**config.mk**
```make
export PLATFORM = sky130hd
export DESIGN_NAME = ssbg_addr
export DESIGN_NICKNAME = d
export VERILOG_FILES = /design/src/assert_macros.svh /design/src/ssbg_pkg.sv /design/src/ssbg_addr.sv
export SDC_FILE = /design/constraint.sdc
export NUM_CORES = 1
export LEC_CHECK = 0
export BUFFER_PORTS_ARGS = -buffer_cell sky130_fd_sc_hd__buf_2
export CAP_MARGIN = 15
export CORE_MARGIN = 2
export CORE_UTILIZATION = 65
export DETAILED_ROUTE_END_ITERATION = 10
export PLACE_DENSITY = 0.84
export REMOVE_ABC_BUFFERS = 1
export SYNTH_ARGS = -nofsm -noshare
export SYNTH_HDL_FRONTEND = slang
export SYNTH_SLANG_ARGS = --single-unit
```
**constraint.sdc**
```tcl
create_clock -name i_clk -period 8.2 [get_ports i_clk]
set_input_delay 0 -clock i_clk [delete_from_list [all_inputs] [get_ports i_clk]]
set_output_delay 0 -clock i_clk [all_outputs]
set_load 0.05 [all_outputs]
```
**src/assert_macros.svh**
```systemverilog
// ----------------------------------------------------------------------------
// Assertion macros
// Shorthand for clocked, reset-qualified property checks.
// ----------------------------------------------------------------------------
`ifndef ASSERT_MACROS_SVH
`define ASSERT_MACROS_SVH

// Consequent must hold in the same cycle as the antecedent.
`define SSBG_ASSERT_NOW(label, clk, rst_n, ante, cons, msg) \
    label: assert property (@(posedge clk) disable iff (!rst_n) (ante) |-> (cons)) \
        else $error(msg);

// Consequent must hold in the cycle after the antecedent.
`define SSBG_ASSERT_NEXT(label, clk, rst_n, ante, cons, msg) \
    label: assert property (@(posedge clk) disable iff (!rst_n) (ante) |=> (cons)) \
        else $error(msg);

`endif

```
**src/ssbg_pkg.sv**
```systemverilog
// ----------------------------------------------------------------------------
// ssbg_pkg
// Shared widths, codes and types of the scatter/blend/gather unit.
// ----------------------------------------------------------------------------
package ssbg_pkg;

    // Memory geometry
    localparam int PARAM_WORDS = 65536;
    localparam int ADDR_W      = $clog2(PARAM_WORDS);

    // Field widths
    localparam int ROW_W    = 16;
    localparam int COL_W    = 16;
    localparam int SUB_W    = 8;
    localparam int STRIDE_W = 17;
    localparam int SCNT_W   = 9;
    localparam int GAIN_W   = 18;
    localparam int WORD_W   = 32;
    localparam int FRAC_W   = 16;

    // Address arithmetic widths
    localparam int P1_W   = ROW_W + STRIDE_W;
    localparam int S1_W   = P1_W + 1;
    localparam int P2_W   = S1_W + SCNT_W;
    localparam int FULL_W = P2_W + 1;

    // Blend arithmetic widths
    localparam int PROD_W = GAIN_W + WORD_W;
    localparam int SUM_W  = PROD_W + 1;
    localparam int Q_W    = SUM_W - FRAC_W;

    // Configuration port
    localparam int CFG_IDX_W  = 4;
    localparam int CFG_DATA_W = GAIN_W;

    localparam logic [CFG_IDX_W-1:0] REG_ROW_STRIDE = CFG_IDX_W'(0);
    localparam logic [CFG_IDX_W-1:0] REG_SUB_COUNT  = CFG_IDX_W'(1);
    localparam logic [CFG_IDX_W-1:0] REG_ALPHA_GAIN = CFG_IDX_W'(2);
    localparam logic [CFG_IDX_W-1:0] REG_BETA_GAIN  = CFG_IDX_W'(3);

    localparam logic [STRIDE_W-1:0] ROW_STRIDE_RST = STRIDE_W'(1);
    localparam logic [SCNT_W-1:0]   SUB_COUNT_RST  = SCNT_W'(1);
    localparam logic [GAIN_W-1:0]   GAIN_ONE       = GAIN_W'(65536);

    // Command and status codes
    localparam logic CMD_COMMIT   = 1'b0;
    localparam logic CMD_EXTRACT  = 1'b1;
    localparam logic STATUS_OK    = 1'b0;
    localparam logic STATUS_RANGE = 1'b1;

    typedef struct packed {
        logic [STRIDE_W-1:0] row_stride;
        logic [SCNT_W-1:0]   sub_count;
        logic [GAIN_W-1:0]   alpha_gain;
        logic [GAIN_W-1:0]   beta_gain;
    } t_cfg;

    typedef struct packed {
        logic [ROW_W-1:0] dest_row;
        logic [COL_W-1:0] dest_col;
        logic [SUB_W-1:0] sub_index;
    } t_loc;

    typedef struct packed {
        logic              valid;
        logic              bad;
        logic [ADDR_W-1:0] addr;
    } t_addr_res;

    typedef struct packed {
        logic              valid;
        logic [WORD_W-1:0] word;
    } t_blend_res;

endpackage

```
**src/ssbg_addr.sv**
```systemverilog
// ----------------------------------------------------------------------------
// ssbg_addr
// Three-stage word address computation with bounds check.
// ----------------------------------------------------------------------------
module ssbg_addr import ssbg_pkg::*; (
    input  logic      i_clk,
    input  logic      i_rst_n,
    input  logic      i_start,
    input  t_loc      i_loc,
    input  t_cfg      i_cfg,
    output t_addr_res o_res
);

    localparam logic [FULL_W-1:0] WORDS_EXT = FULL_W'(PARAM_WORDS);

    logic              r_v1;
    logic              r_v2;
    logic              r_v3;
    logic [P1_W-1:0]   r_p1;
    logic [P2_W-1:0]   r_p2;
    logic              r_fld_bad;
    logic              r_bad;
    logic [ADDR_W-1:0] r_addr;
    logic [S1_W-1:0]   w_s1;
    logic [FULL_W-1:0] w_full;

    // Loc fields are held by the caller for the whole transaction
    assign w_s1   = S1_W'(r_p1) + S1_W'(i_loc.dest_col);
    assign w_full = FULL_W'(r_p2) + FULL_W'(i_loc.sub_index);

    assign o_res = '{valid: r_v3, bad: r_bad, addr: r_addr};

    always_ff @(posedge i_clk) begin
        if (!i_rst_n) begin
            r_v1 <= 1'b0;
            r_v2 <= 1'b0;
            r_v3 <= 1'b0;
        end else begin
            r_v1 <= i_start;
            r_v2 <= r_v1;
            r_v3 <= r_v2;
        end
    end

    always_ff @(posedge i_clk) begin
        r_p1      <= P1_W'(i_loc.dest_row) * P1_W'(i_cfg.row_stride);
        r_fld_bad <= (STRIDE_W'(i_loc.dest_col) >= i_cfg.row_stride)
                  || (SCNT_W'(i_loc.sub_index) >= i_cfg.sub_count);
        r_p2      <= P2_W'(w_s1) * P2_W'(i_cfg.sub_count);
        r_bad     <= r_fld_bad || (w_full >= WORDS_EXT);
        r_addr    <= w_full[ADDR_W-1:0];
    end

endmodule

```
* Word-level counts from Yosys, hierarchy flattened
Cells that the tools add are included.
Storage, ports and cells: register bits 97, latch bits 0, bits in writable memories 0, memory bits (read-only) 0, bits of input ports 105, output and inout bits 18, logic and storage cells 17, memories 0
Operators by class: add/subtract/negate cells 2, multipliers 2, div/mod/pow operators 0, magnitude comparators 3, equal/unequal tests 0, shifts and indexed selects 0, mux-type cells 0, bitwise logic cells 0, reductions and logical operators 2
Operators with widths (count):
- $add A43 B8 Y44 | 1
- $ge A44 B17 Y1 const B | 1
- $mul A34 B9 Y43 | 1
- $add A33 B16 Y34 | 1
- $mul A16 B17 Y33 | 1
- $ge A16 B17 Y1 | 1
- $ge A8 B9 Y1 | 1
- $logic_or A1 B1 Y1 | 2

* Longest topological paths before layout
depth after elaboration 3, depth in mapped cells 31, gate-level depth less buffers 29

* Worst setup path after synthesis
No wires, ideal clock.
path type register to register, start register r_p1[0], end register r_p2[39], setup time 0.072 ns, arrival 6.870 ns, data required time 8.128 ns, slack 1.258 ns, stages on the path, launching flop included 29, path buffers 0, clock period less this slack 6.942 ns, cell sequence dfxtp_1 > ha_1 > inv_1 > fa_1 > nor2b_1 > o21ai_1 > a21boi_1 > o21ai_1 > a21oi_1 > o21a_1 > o21ai_1 > a21oi_2 > mux2_1 > fa_1 > inv_1 > fa_1 > fa_1 > inv_1 > fa_1 > inv_1 > ha_1 > and3_1 > nand4_1 > or3_1 > o21ai_1 > o211ai_1 > a2111oi_2 > a31o_1 > xor2_1
Between the ends: word-level cells in the longest chain between the ends 2
Ends and longest elaborated chain:
- start, declared | line ssbg_addr.sv:19 | logic [P1_W-1:0] r_p1;
- start signal, assigned | line ssbg_addr.sv:46 | r_p1 <= P1_W'(i_loc.dest_row) * P1_W'(i_cfg.row_stride);
- $add A33 B16 Y34 | line ssbg_addr.sv:28 | assign w_s1 = S1_W'(r_p1) + S1_W'(i_loc.dest_col);
- $mul A34 B9 Y43 | line ssbg_addr.sv:49 | r_p2 <= P2_W'(w_s1) * P2_W'(i_cfg.sub_count);
- end signal, assigned | line ssbg_addr.sv:49
- end, declared | line ssbg_addr.sv:20 | logic [P2_W-1:0] r_p2;
Every way passes these cells. A chain may end at the register's enable or synchronous reset.

* Worst setup path in the final report
Same ends and word-level chain as after synthesis.

==> results by group <==
Outcome
  • Outcome: finished, final reports clean

Worst setup path
  • Worst EP arrival: 8.04 ns
  • Crit path kind: reg -> reg
  • CP Launch Type: register
  • Crit. Startpoint: r_p1[0]
  • Slowest stage delay, CP: roughly 0.54 ns
  • CP dominant cell by count: fa_1
  • Crit path max fanout: 7
  • Worst r2r src: r_p1[0]
  • WP data required: about 8.5 ns
  • Setup crit end kind: register
  • Slowest CP cell: fa_1

Global routing
  • Vias in the first global route: 19.84k
  • Pin count of the biggest net entering global routing: 38
  • Gr usage total: 31.84%
  • GRT overflow: 0
  • Global-route wire length before repair: just over 90 mm
  • Initial antenna violation count: 0

Place
  • Final HPWL DP: around 44 mm
  • PortBufs: 86
  • Worst slack at placement: 0.4475 ns
  • Global placement routability congestion: 0.9095

Synthesis
  • Mapped Cells: 2662
  • Post-synth top cells: inv_1 (512), fa_1 (435), nand2_1 (409)
  • Synth Flop Type: dfxtp_1
  • Post-synth top area share: 37.81%
  • Unique masters post-synth: between 70 and 80
  • Synth area leaders: fa_1 (38%), ha_1 (12%), dfxtp_1 (8.4%)
  • Cell taking the most area after synthesis: fa_1
  • Async S/R FF share, synth: 0%
  • Synth Register Bits: 97
  • Synthesized area per cell: 8.651 µm²
  • Top-count cell post-synth: inv_1
  • YS warnings: 0
  • Number of synthesized flops with an enable pin: 0
  • Sequential element share of the synthesized area: about 8.4%
  • Post-Syn Area: about 23000 µm²

Clock network
  • CTS Root Cell: clkbuf_16
  • Worst-path clk slew: 0.09 ns
  • Clk Latency, worst-skew pair: 0.38 ns
  • Clk sinks: 97
  • CTS tree: yes
  • CTS H-tree lvls: 3
  • Clock buffer depth: 2
  • CTS buffer count: 9

Routing
  • Detailed Route WL: 55.15 mm
  • Detailed-route DRC error count: 0
  • Average wire per standard cell: 17.59 µm
  • Via density: 5.748
  • Via count: between 15k and 20k
  • Detailed Routing Iterations Pass 1: 6
  • Initial DRC Count: 1086
  • ANT nets after route: 0

Run
  • Max Cap Violations: 0

Cells and area
  • Fill cells: about 2.6k
  • Final core utilization: 69.45%
  • P&R area growth vs syn: 4.678%
  • Share of cells above drive strength 1: around 5.1%
  • Nets: 3431

Floorplanning
  • Die extent in y: 192.2 µm
  • Initial Util: 66.34%
  • DIE WIDTH: 192.2 µm
  • Boundary pin count: 123
  • DIE AREA: about 37000 µm²
  • Row cnt: 68
  • CORE AREA: 34710 µm²

STA
  • Setup ws final: 0.4495 ns
  • RSZ-0062 raised after global routing: no
  • Final Slew Violations: 0
  • Setup TNS: 0 ns
  • Measured slew at the worst slew-check pin: 0.9095 ns
  • Final setup vio count: 0
  • Slew Limit Headroom: 38.90%
  • Period utilization: 94.52%
  • F_max: 129.0 MHz
  • Final hold violations: 0
  • Minimum clock period: 7.750 ns
  • Final Skew: approximately 0.032 ns

Worst hold path
  • Hold Crit Class: in -> reg
  • Hold Crit Start: i_loc[2]
state kept, by name, summed over array words and instances, names as in the netlist:
| name | count |
|---|---|
| r_v2 | 1 |
| r_bad | 1 |
| r_v3 | 1 |
| r_p2 | 43 |
| r_p1 | 33 |
| r_fld_bad | 1 |
| r_addr | 16 |
| r_v1 | 1 |
final cells by class:
type | count | area [µm²] | area share [%]
Antenna cell | 1 | 2.502 | 0.01038
Clock buffer | 9 | 225.2 | 0.9342
Clock inverter | 7 | 96.34 | 0.3996
Inverter | 515 | 1933 | 8.019
Multi-Input combinational cell | 1951 | 18790 | 77.93
Sequential cell | 97 | 1942 | 8.055
Tap cell | 455 | 569.3 | 2.362
Timing Repair Buffer | 101 | 553.0 | 2.294
final timing paths:
check	endpoint	slack, ns	cells past startpoint
worst max register to register	r_p2[39]	0.45	29
worst min register to register	r_v3	0.44	1
worst min-delay path	r_addr[2]	0.07	3
worst max-delay path	r_p2[39]	0.45	29
logic make-up (layout without fill, tap and decap cells):
kind of cell	Yosys count	in the layout	share of synthesized area, %
compound gates	303	303	8.747
mux	23	23	1.038
simple gates	866	866	18.08
flops	97	97	8.432
fa+ha+maj	651	651	49.55
xor+xnor	108	108	4.107
buf+inv	614	632	10.05
other cells	0	1	0
worst max-delay path: cells and delay by family (launching register included):
family                     cells  cell delay [ns]
AOI/OAI and AO/OA             11             2.42
xor gates and xnor gates       1             0.14
adders and majority gates      7             2.98
buffers and inverters          5             0.43
DFF                            1             0.33
muxes                          1             0.37
and+or+nand+nor                4             0.98
placed cells by master (no fill, tap or decap), types with 5 or more instances in the layout:
cell type	count
a21o_1	34
nand2_1	409
dfxtp_1	97
nor3_1	27
mux2i_1	16
a211o_1	7
o211ai_1	10
ha_1	216
o21a_1	18
mux2_1	7
a211oi_1	12
nand2b_1	41
a21boi_1	5
inv_1	512
o21bai_1	12
nor2_1	91
and2_1	183
clkbuf_16	9
a2111oi_0	5
o21ai_0	32
nor2b_1	14
buf_2	86
and3_1	14
xor2_1	35
o21ai_1	19
nor4_1	10
nand4_1	22
xnor2_1	72
nand3_1	26
buf_4	11
a31oi_1	20
a21oi_1	88
fa_1	435
repair_timing:
item / 4_1_cts / 5_1_grt
endpoints found under the hold margin: 4 / 0
setup endpoints to repair: 0 / 4
hold buffers: 4 / 0
buffers inserted: 0 / 0
resized for setup: 0 / 2
per-layer routing:
layer / part of all wire [%] / wire length, µm / GRT usage (%)
met1: 39 / 21610 / 39.38
met2: 49 / 26770 / 54.66
met3: 8.4 / 4640 / 5.701
met4: 3.9 / 2128 / 13.98
met5: 0 / 0 / 0
through the flow:
| step | area, µm² | instances | hold WS [ns] |
|---|---|---|---|
| after detailed placement | 23730 | 3115 | 0.2186 |
| final | 24110 | 3136 | 0.07465 |
| after global routing | 24100 | 3135 | 0.07530 |
| after floorplan | 22650 | 2563 | 0.1217 |
| after CTS | 24090 | 3135 | 0.06507 |
| after global placement | 23730 | 3115 | 0.2057 |
Power is not shown: default switching activity piles up to over one toggle a cycle in this logic, so the estimate is an artifact.
