$ cat src/assert_macros.svh
// ----------------------------------------------------------------------------
// Assertion macros
// Shorthand for clocked, reset-qualified property checks.
// ----------------------------------------------------------------------------
`ifndef ASSERT_MACROS_SVH
`define ASSERT_MACROS_SVH

// Consequent must hold in the same cycle as the antecedent.
`define SSBG_ASSERT_NOW(label, clk, rst_n, ante, cons, msg) \
    label: assert property (@(posedge clk) disable iff (!rst_n) (ante) |-> (cons)) \
        else $error(msg);

// Consequent must hold in the cycle after the antecedent.
`define SSBG_ASSERT_NEXT(label, clk, rst_n, ante, cons, msg) \
    label: assert property (@(posedge clk) disable iff (!rst_n) (ante) |=> (cons)) \
        else $error(msg);

`endif

$ cat src/ssbg_pkg.sv
// ----------------------------------------------------------------------------
// ssbg_pkg
// Shared widths, codes and types of the scatter/blend/gather unit.
// ----------------------------------------------------------------------------
package ssbg_pkg;

    // Memory geometry
    localparam int PARAM_WORDS = 65536;
    localparam int ADDR_W      = $clog2(PARAM_WORDS);

    // Field widths
    localparam int ROW_W    = 16;
    localparam int COL_W    = 16;
    localparam int SUB_W    = 8;
    localparam int STRIDE_W = 17;
    localparam int SCNT_W   = 9;
    localparam int GAIN_W   = 18;
    localparam int WORD_W   = 32;
    localparam int FRAC_W   = 16;

    // Address arithmetic widths
    localparam int P1_W   = ROW_W + STRIDE_W;
    localparam int S1_W   = P1_W + 1;
    localparam int P2_W   = S1_W + SCNT_W;
    localparam int FULL_W = P2_W + 1;

    // Blend arithmetic widths
    localparam int PROD_W = GAIN_W + WORD_W;
    localparam int SUM_W  = PROD_W + 1;
    localparam int Q_W    = SUM_W - FRAC_W;

    // Configuration port
    localparam int CFG_IDX_W  = 4;
    localparam int CFG_DATA_W = GAIN_W;

    localparam logic [CFG_IDX_W-1:0] REG_ROW_STRIDE = CFG_IDX_W'(0);
    localparam logic [CFG_IDX_W-1:0] REG_SUB_COUNT  = CFG_IDX_W'(1);
    localparam logic [CFG_IDX_W-1:0] REG_ALPHA_GAIN = CFG_IDX_W'(2);
    localparam logic [CFG_IDX_W-1:0] REG_BETA_GAIN  = CFG_IDX_W'(3);

    localparam logic [STRIDE_W-1:0] ROW_STRIDE_RST = STRIDE_W'(1);
    localparam logic [SCNT_W-1:0]   SUB_COUNT_RST  = SCNT_W'(1);
    localparam logic [GAIN_W-1:0]   GAIN_ONE       = GAIN_W'(65536);

    // Command and status codes
    localparam logic CMD_COMMIT   = 1'b0;
    localparam logic CMD_EXTRACT  = 1'b1;
    localparam logic STATUS_OK    = 1'b0;
    localparam logic STATUS_RANGE = 1'b1;

    typedef struct packed {
        logic [STRIDE_W-1:0] row_stride;
        logic [SCNT_W-1:0]   sub_count;
        logic [GAIN_W-1:0]   alpha_gain;
        logic [GAIN_W-1:0]   beta_gain;
    } t_cfg;

    typedef struct packed {
        logic [ROW_W-1:0] dest_row;
        logic [COL_W-1:0] dest_col;
        logic [SUB_W-1:0] sub_index;
    } t_loc;

    typedef struct packed {
        logic              valid;
        logic              bad;
        logic [ADDR_W-1:0] addr;
    } t_addr_res;

    typedef struct packed {
        logic              valid;
        logic [WORD_W-1:0] word;
    } t_blend_res;

endpackage

$ cat src/ssbg_blend.sv
// ----------------------------------------------------------------------------
// ssbg_blend
// alpha*old + beta*src in Q16.16 with round-half-up and saturation.
// ----------------------------------------------------------------------------
module ssbg_blend import ssbg_pkg::*; (
    input  logic              i_clk,
    input  logic              i_rst_n,
    input  logic              i_start,
    input  logic [WORD_W-1:0] i_old,
    input  logic [WORD_W-1:0] i_src,
    input  t_cfg              i_cfg,
    output t_blend_res        o_res
);

    localparam logic [SUM_W-1:0]  ROUND_HALF = SUM_W'(1) << (FRAC_W - 1);
    localparam logic [WORD_W-1:0] WORD_MAX   = {1'b0, {(WORD_W-1){1'b1}}};
    localparam logic [WORD_W-1:0] WORD_MIN   = {1'b1, {(WORD_W-1){1'b0}}};

    logic                      r_v1;
    logic                      r_v2;
    logic [WORD_W-1:0]         r_word;
    logic signed [PROD_W-1:0]  r_pa;
    logic signed [PROD_W-1:0]  r_pb;
    logic signed [SUM_W-1:0]   w_sum;
    logic [Q_W-1:0]            w_q;
    logic [Q_W-WORD_W:0]       w_hi;
    logic [WORD_W-1:0]         w_sat;

    assign w_sum = SUM_W'(r_pa) + SUM_W'(r_pb) + $signed(ROUND_HALF);
    // Arithmetic shift right by the fraction width
    assign w_q   = w_sum[SUM_W-1:FRAC_W];
    assign w_hi  = w_q[Q_W-1:WORD_W-1];

    assign o_res = '{valid: r_v2, word: r_word};

    always_comb begin
        if ((&w_hi) || !(|w_hi)) begin
            w_sat = w_q[WORD_W-1:0];
        end else if (w_q[Q_W-1]) begin
            w_sat = WORD_MIN;
        end else begin
            w_sat = WORD_MAX;
        end
    end

    always_ff @(posedge i_clk) begin
        if (!i_rst_n) begin
            r_v1 <= 1'b0;
            r_v2 <= 1'b0;
        end else begin
            r_v1 <= i_start;
            r_v2 <= r_v1;
        end
    end

    always_ff @(posedge i_clk) begin
        r_pa   <= $signed(i_cfg.alpha_gain) * $signed(i_old);
        r_pb   <= $signed(i_cfg.beta_gain) * $signed(i_src);
        r_word <= w_sat;
    end

endmodule

$ cat config.mk
export PLATFORM = sky130hd
export DESIGN_NAME = ssbg_blend
export DESIGN_NICKNAME = d
export VERILOG_FILES = /design/src/assert_macros.svh /design/src/ssbg_pkg.sv /design/src/ssbg_blend.sv
export SDC_FILE = /design/constraint.sdc
export NUM_CORES = 2
export LEC_CHECK = 0
export BUFFER_PORTS_ARGS = -buffer_cell sky130_fd_sc_hd__buf_2
export CAP_MARGIN = 15
export CORE_ASPECT_RATIO = 0.6
export CORE_MARGIN = 3
export CORE_UTILIZATION = 55
export DETAILED_ROUTE_END_ITERATION = 6
export PLACE_DENSITY_LB_ADDON = 0.3
export SYNTH_ARGS = -nofsm -noshare
export SYNTH_HDL_FRONTEND = slang
export SYNTH_SLANG_ARGS = --single-unit
$ cat constraint.sdc
create_clock -name i_clk -period 25.4 [get_ports i_clk]
set_clock_uncertainty 0.15 [all_clocks]
set_input_delay 6.35 -clock i_clk [delete_from_list [all_inputs] [get_ports i_clk]]
set_output_delay 6.35 -clock i_clk [all_outputs]
set_load 0.02 [all_outputs]
## After elaboration in Yosys (flattened, before gate mapping)

Cells that the tools add are included.

| cells by class | value |
|---|---|
| $mul | 2 |
| multiplexer cells | 2 |
| reductions and logical operators | 4 |
| add/sub/neg operators | 2 |

Operator list:

| kind | number |
|---|---|
| 18-bit by 32-bit multiplier with 50-bit output | 2 |
| 32-bit 2-to-1 mux | 2 |
| 50-bit by 50-bit adder with 51-bit output | 1 |
| 51-bit by 17-bit adder with 51-bit output (second input constant) | 1 |
| 4-bit AND reduction | 1 |
| 4-bit OR reduction | 1 |
| 1-bit logical NOT | 1 |
| 1-bit logical OR | 1 |

| word-level totals | value |
|---|---|
| bits in registers | 134 |
| output and inout bits | 33 |

## Longest topological paths before layout

| depth | value |
|---|---|
| word-level depth | 6 |
| gate-level depth with buffers | 27 |

## Least setup slack after synthesis

No wires, ideal clock.

| path | value |
|---|---|
| path kind | in2reg |
| start point | input port i_old[18] |
| end point | register r_pa[48] |
| stages | 23 |
| setup slack | 12779 ps |
| arrival | 12348 ps |
| data required time | 25127 ps |
| setup time | 123 ps |
| path through | clkbuf_1 -> clkbuf_1 -> nand2_1 -> fa_1 -> fa_1 -> fa_1 -> inv_1 -> fa_1 -> fa_1 -> inv_1 -> fa_1 -> inv_1 -> ha_1 -> a21o_1 -> a221oi_1 -> o221ai_1 -> o2bb2ai_1 -> a211oi_1 -> o41ai_2 -> a21o_1 -> a311oi_1 -> o21ai_1 -> xor2_1 |

| between the ends | value |
|---|---|
| word-level cells in the longest chain between the ends | 1 |

Ends and longest elaborated chain:

| item | RTL line | text |
|---|---|---|
| start, declared | ssbg_blend.sv:9 | `input logic [WORD_W-1:0] i_old,` |
| 18-bit by 32-bit multiplier with 50-bit output | ssbg_blend.sv:57 | `r_pa <= $signed(i_cfg.alpha_gain) * $signed(i_old);` |
| end signal, assigned | ssbg_blend.sv:57 |  |
| end, declared | ssbg_blend.sv:22 | `logic signed [PROD_W-1:0] r_pa;` |

Every way passes these cells.
A chain may end at the register's enable or synchronous reset.

## Final worst setup path

| path | value |
|---|---|
| start point | input port i_cfg[1] (netlist bit) |
| end point | register r_pb[49] |

| between the ends | value |
|---|---|
| word-level cells in the longest chain between the ends | 1 |

Ends and longest elaborated chain:

| item | RTL line | text |
|---|---|---|
| start, declared | ssbg_blend.sv:11 | `input t_cfg i_cfg,` |
| 18-bit by 32-bit multiplier with 50-bit output | ssbg_blend.sv:58 | `r_pb <= $signed(i_cfg.beta_gain) * $signed(i_src);` |
| end signal, assigned | ssbg_blend.sv:58 |  |
| end, declared | ssbg_blend.sv:23 | `logic signed [PROD_W-1:0] r_pb;` |

Every way passes these cells.

==> impl_metrics.tcl <==
set metrics [dict create \
    outcome "finished, violations left" \
    violations "DRC" \
    fmax_mhz 74.4 \
    ant_nets 0 \
    min_period_ns 13.44 \
    fin_crit_sh_pct 52.9 \
    worstPathRequired_ns 25.64 \
    synth_top_area_cell "fa_1" \
    syn_inst 5056 \
    rows 81 \
    layout-drive-gt1-share_pct 3.94 \
    cp_common_cell "fa_1" \
    ys_seq_area_share_pct 5.87 \
    synth-main-ff-cell "dfxtp_1" \
    final-hold-violation-count 0 \
    grt.met1_usage_pct 39.5 \
    r2r_setup_slack_ns 20.77 \
    clkTransAtPathRegs_ns 0.06 \
    yosysMostFrequentCell "inv_1" \
    dr.pass1.iters 7 \
    wl_per_cell_um 18.3 \
    syn_nets 6630 \
    finalSetupViolations 0 \
    htreeDepth 4 \
    core_mm2 0.0819 \
    crit_arrival_ns 13.69 \
    place_congestion 0.898 \
    crit_chain "buf_2, nand2_1, fa_1, inv_1, fa_1, inv_1, fa_1, fa_1, inv_1, fa_1, inv_1, fa_1, inv_1, ha_1, a21oi_1, o21ai_0, o21ba_2, o31a_1, o211ai_1, a211oi_1, o31ai_1, a221o_1, a21oi_1, xnor2_1" \
    final_nets 6568 \
    cts_buffers 25 \
    drc 3 \
    syn_area_mm2 0.0457 \
    die_x_um 378 \
    io_buffers 135 \
    hp-class "flip-flop to flip-flop" \
    worst_slew_pin_slew_ns 0.929 \
    cp_slowest_cell "a211oi_1" \
    grt_pass1_vias 35475 \
    wl_um 111000 \
    drt_iter0_drc 2078 \
    yosysWarnings 0 \
    yosys_register_bits 134 \
    areaGrowthSynthToFinish_pct 3.96 \
    cpPeakStageDelay_ns 0.74 \
    start_util_pct 55.8 \
    synthArstFlopShare_pct 0 \
    cp_num_buf_inv 6 \
    relSlewSlack_pct 38.1 \
    cts_tree "yes" \
    antenna_found_initial 2 \
    die_y_um 229 \
    io_pins 162 \
    max_cap_viol_count 0 \
    cp-start-kind "primary input" \
    post_cts_buffers 0 \
    grt_pass1_wl_um 186000 \
    busiest_layer "met2" \
    hpwl_um 87800 \
    finalMaxSlewViolations 0 \
    clock_sinks 134 \
    postCtsHoldBufs 0 \
    vias 32762 \
    final.setup.tns_ns 0 \
    crit_type "primary input to flip-flop" \
    grt_overflow_total 0 \
    grt_max_degree 33 \
    cp-end-kind "flip-flop" \
    cts_resized 0 \
    synthTopCellsByCount "1259 x inv_1, 1106 x fa_1, 715 x nand2_1" \
    cp_max_fo 32 \
    viasPerCell 5.39 \
    avgSynthCellArea_um2 9.03 \
    fill_cells 7182 \
    synth_area_leaders "fa_1 48%, inv_1 10%, ha_1 9.3%" \
    cp_top_family "adder cells" \
    synth_cell_types 83 \
    synth-edff-count 0 \
    synth_top_area_share_pct 48.5 \
    met3_usage_pct 6.50 \
    clock_path_buffers 3 \
    multi_input_area_mm2 0.0373 \
    rsz0062_at_grt "no" \
    insertion_delay_ns 0.48 \
    cts_root_buf "clkbuf_16" \
    grt_util_met2_pct 41.2 \
    track_usage_pct 27.1 \
    die-area_mm2 0.0867 \
    seqCellArea_mm2 0.00268 \
]
## registers in the layout, indices dropped and copies added (netlist names)
signal and cells:
r_v2 1, r_v1 1, r_pb 50, r_pa 50
r_word 32
## logic make-up after synthesis
kind of cell,count (synthesis),share of synthesized area (%)
adder cells (fa/ha/maj),1445,57.8
flip-flops,134,5.87
buffers and inverters,1487,12.4
AND/OR/NAND/NOR,1434,15.0
multiplexers,1,0.0219
XOR/XNOR,127,2.44
AO/OA/AOI/OAI,428,6.43
## layout by cell type (no fill, tap or decap), types with 6 or more instances in the layout
master	synthesis	layout
nand4_1	26	26
o21a_1	9	9
and3_1	10	10
nand2b_1	21	21
o31ai_1	6	6
ha_1	339	339
nor2b_1	12	12
o21ai_1	9	9
xnor2_1	94	94
dfxtp_1	134	134
a21o_1	103	103
a211o_1	6	6
o211ai_1	12	12
nand3_1	25	25
a21oi_1	116	116
or3_1	6	6
o21ai_0	58	58
buf_2	5	135
nor3_1	21	21
o21bai_1	21	21
xor2_1	33	33
and2_1	459	459
inv_1	1259	1259
fa_1	1106	1106
a211oi_1	14	14
nor2_1	122	122
nand2_1	715	715
a31oi_1	15	15
clkbuf_16	0	25
## worst paths after layout
kind,end,cells past startpoint,start
worst max-delay path,r_pb[49],24,i_cfg[1]
worst min-delay path,r_v2,1,r_v1
worst max register to register,r_word[15],13,r_pa[26]
worst min register to register,r_v2,1,r_v1
## through the flow
step / util, % / instances / area (um2) / setup slack [ns] / hold slack, ns
finish: 58.0 / 6079 / 47500 / 11.96 / 0.294
global placement: 57.1 / 6046 / 46800 / 11.69 / 0.280
CTS: 58.0 / 6077 / 47500 / 12.12 / 0.302
global route: 58.0 / 6078 / 47500 / 11.65 / 0.315
detailed placement: 57.1 / 6046 / 46800 / 11.66 / 0.286
floorplan: - / 5056 / 45700 / 12.78 / 0.262
## routing by layer
layer | vias up | part of all wire [%]
li1 | 14679 | -
met1 | 16727 | 44
met2 | 1203 | 44
met3 | 153 | 9.2
met4 | 0 | 2.1
met5 | - | 0
## cell type report
| class | count | share of cell area [%] |
|---|---|---|
| diodes | 2 | 0.0105 |
| inverters | 1261 | 9.97 |
| clock inverters | 2 | 0.0738 |
| repair buffers | 137 | 1.45 |
| clock buffers | 29 | 1.41 |
| flip-flops and latches | 134 | 5.65 |
| well taps | 1079 | 2.84 |
| multi-input cells | 3435 | 78.6 |
Power is left out: the tool's default activity adds up to more than one toggle a clock period on the data nets, which glitch-free logic cannot reach.
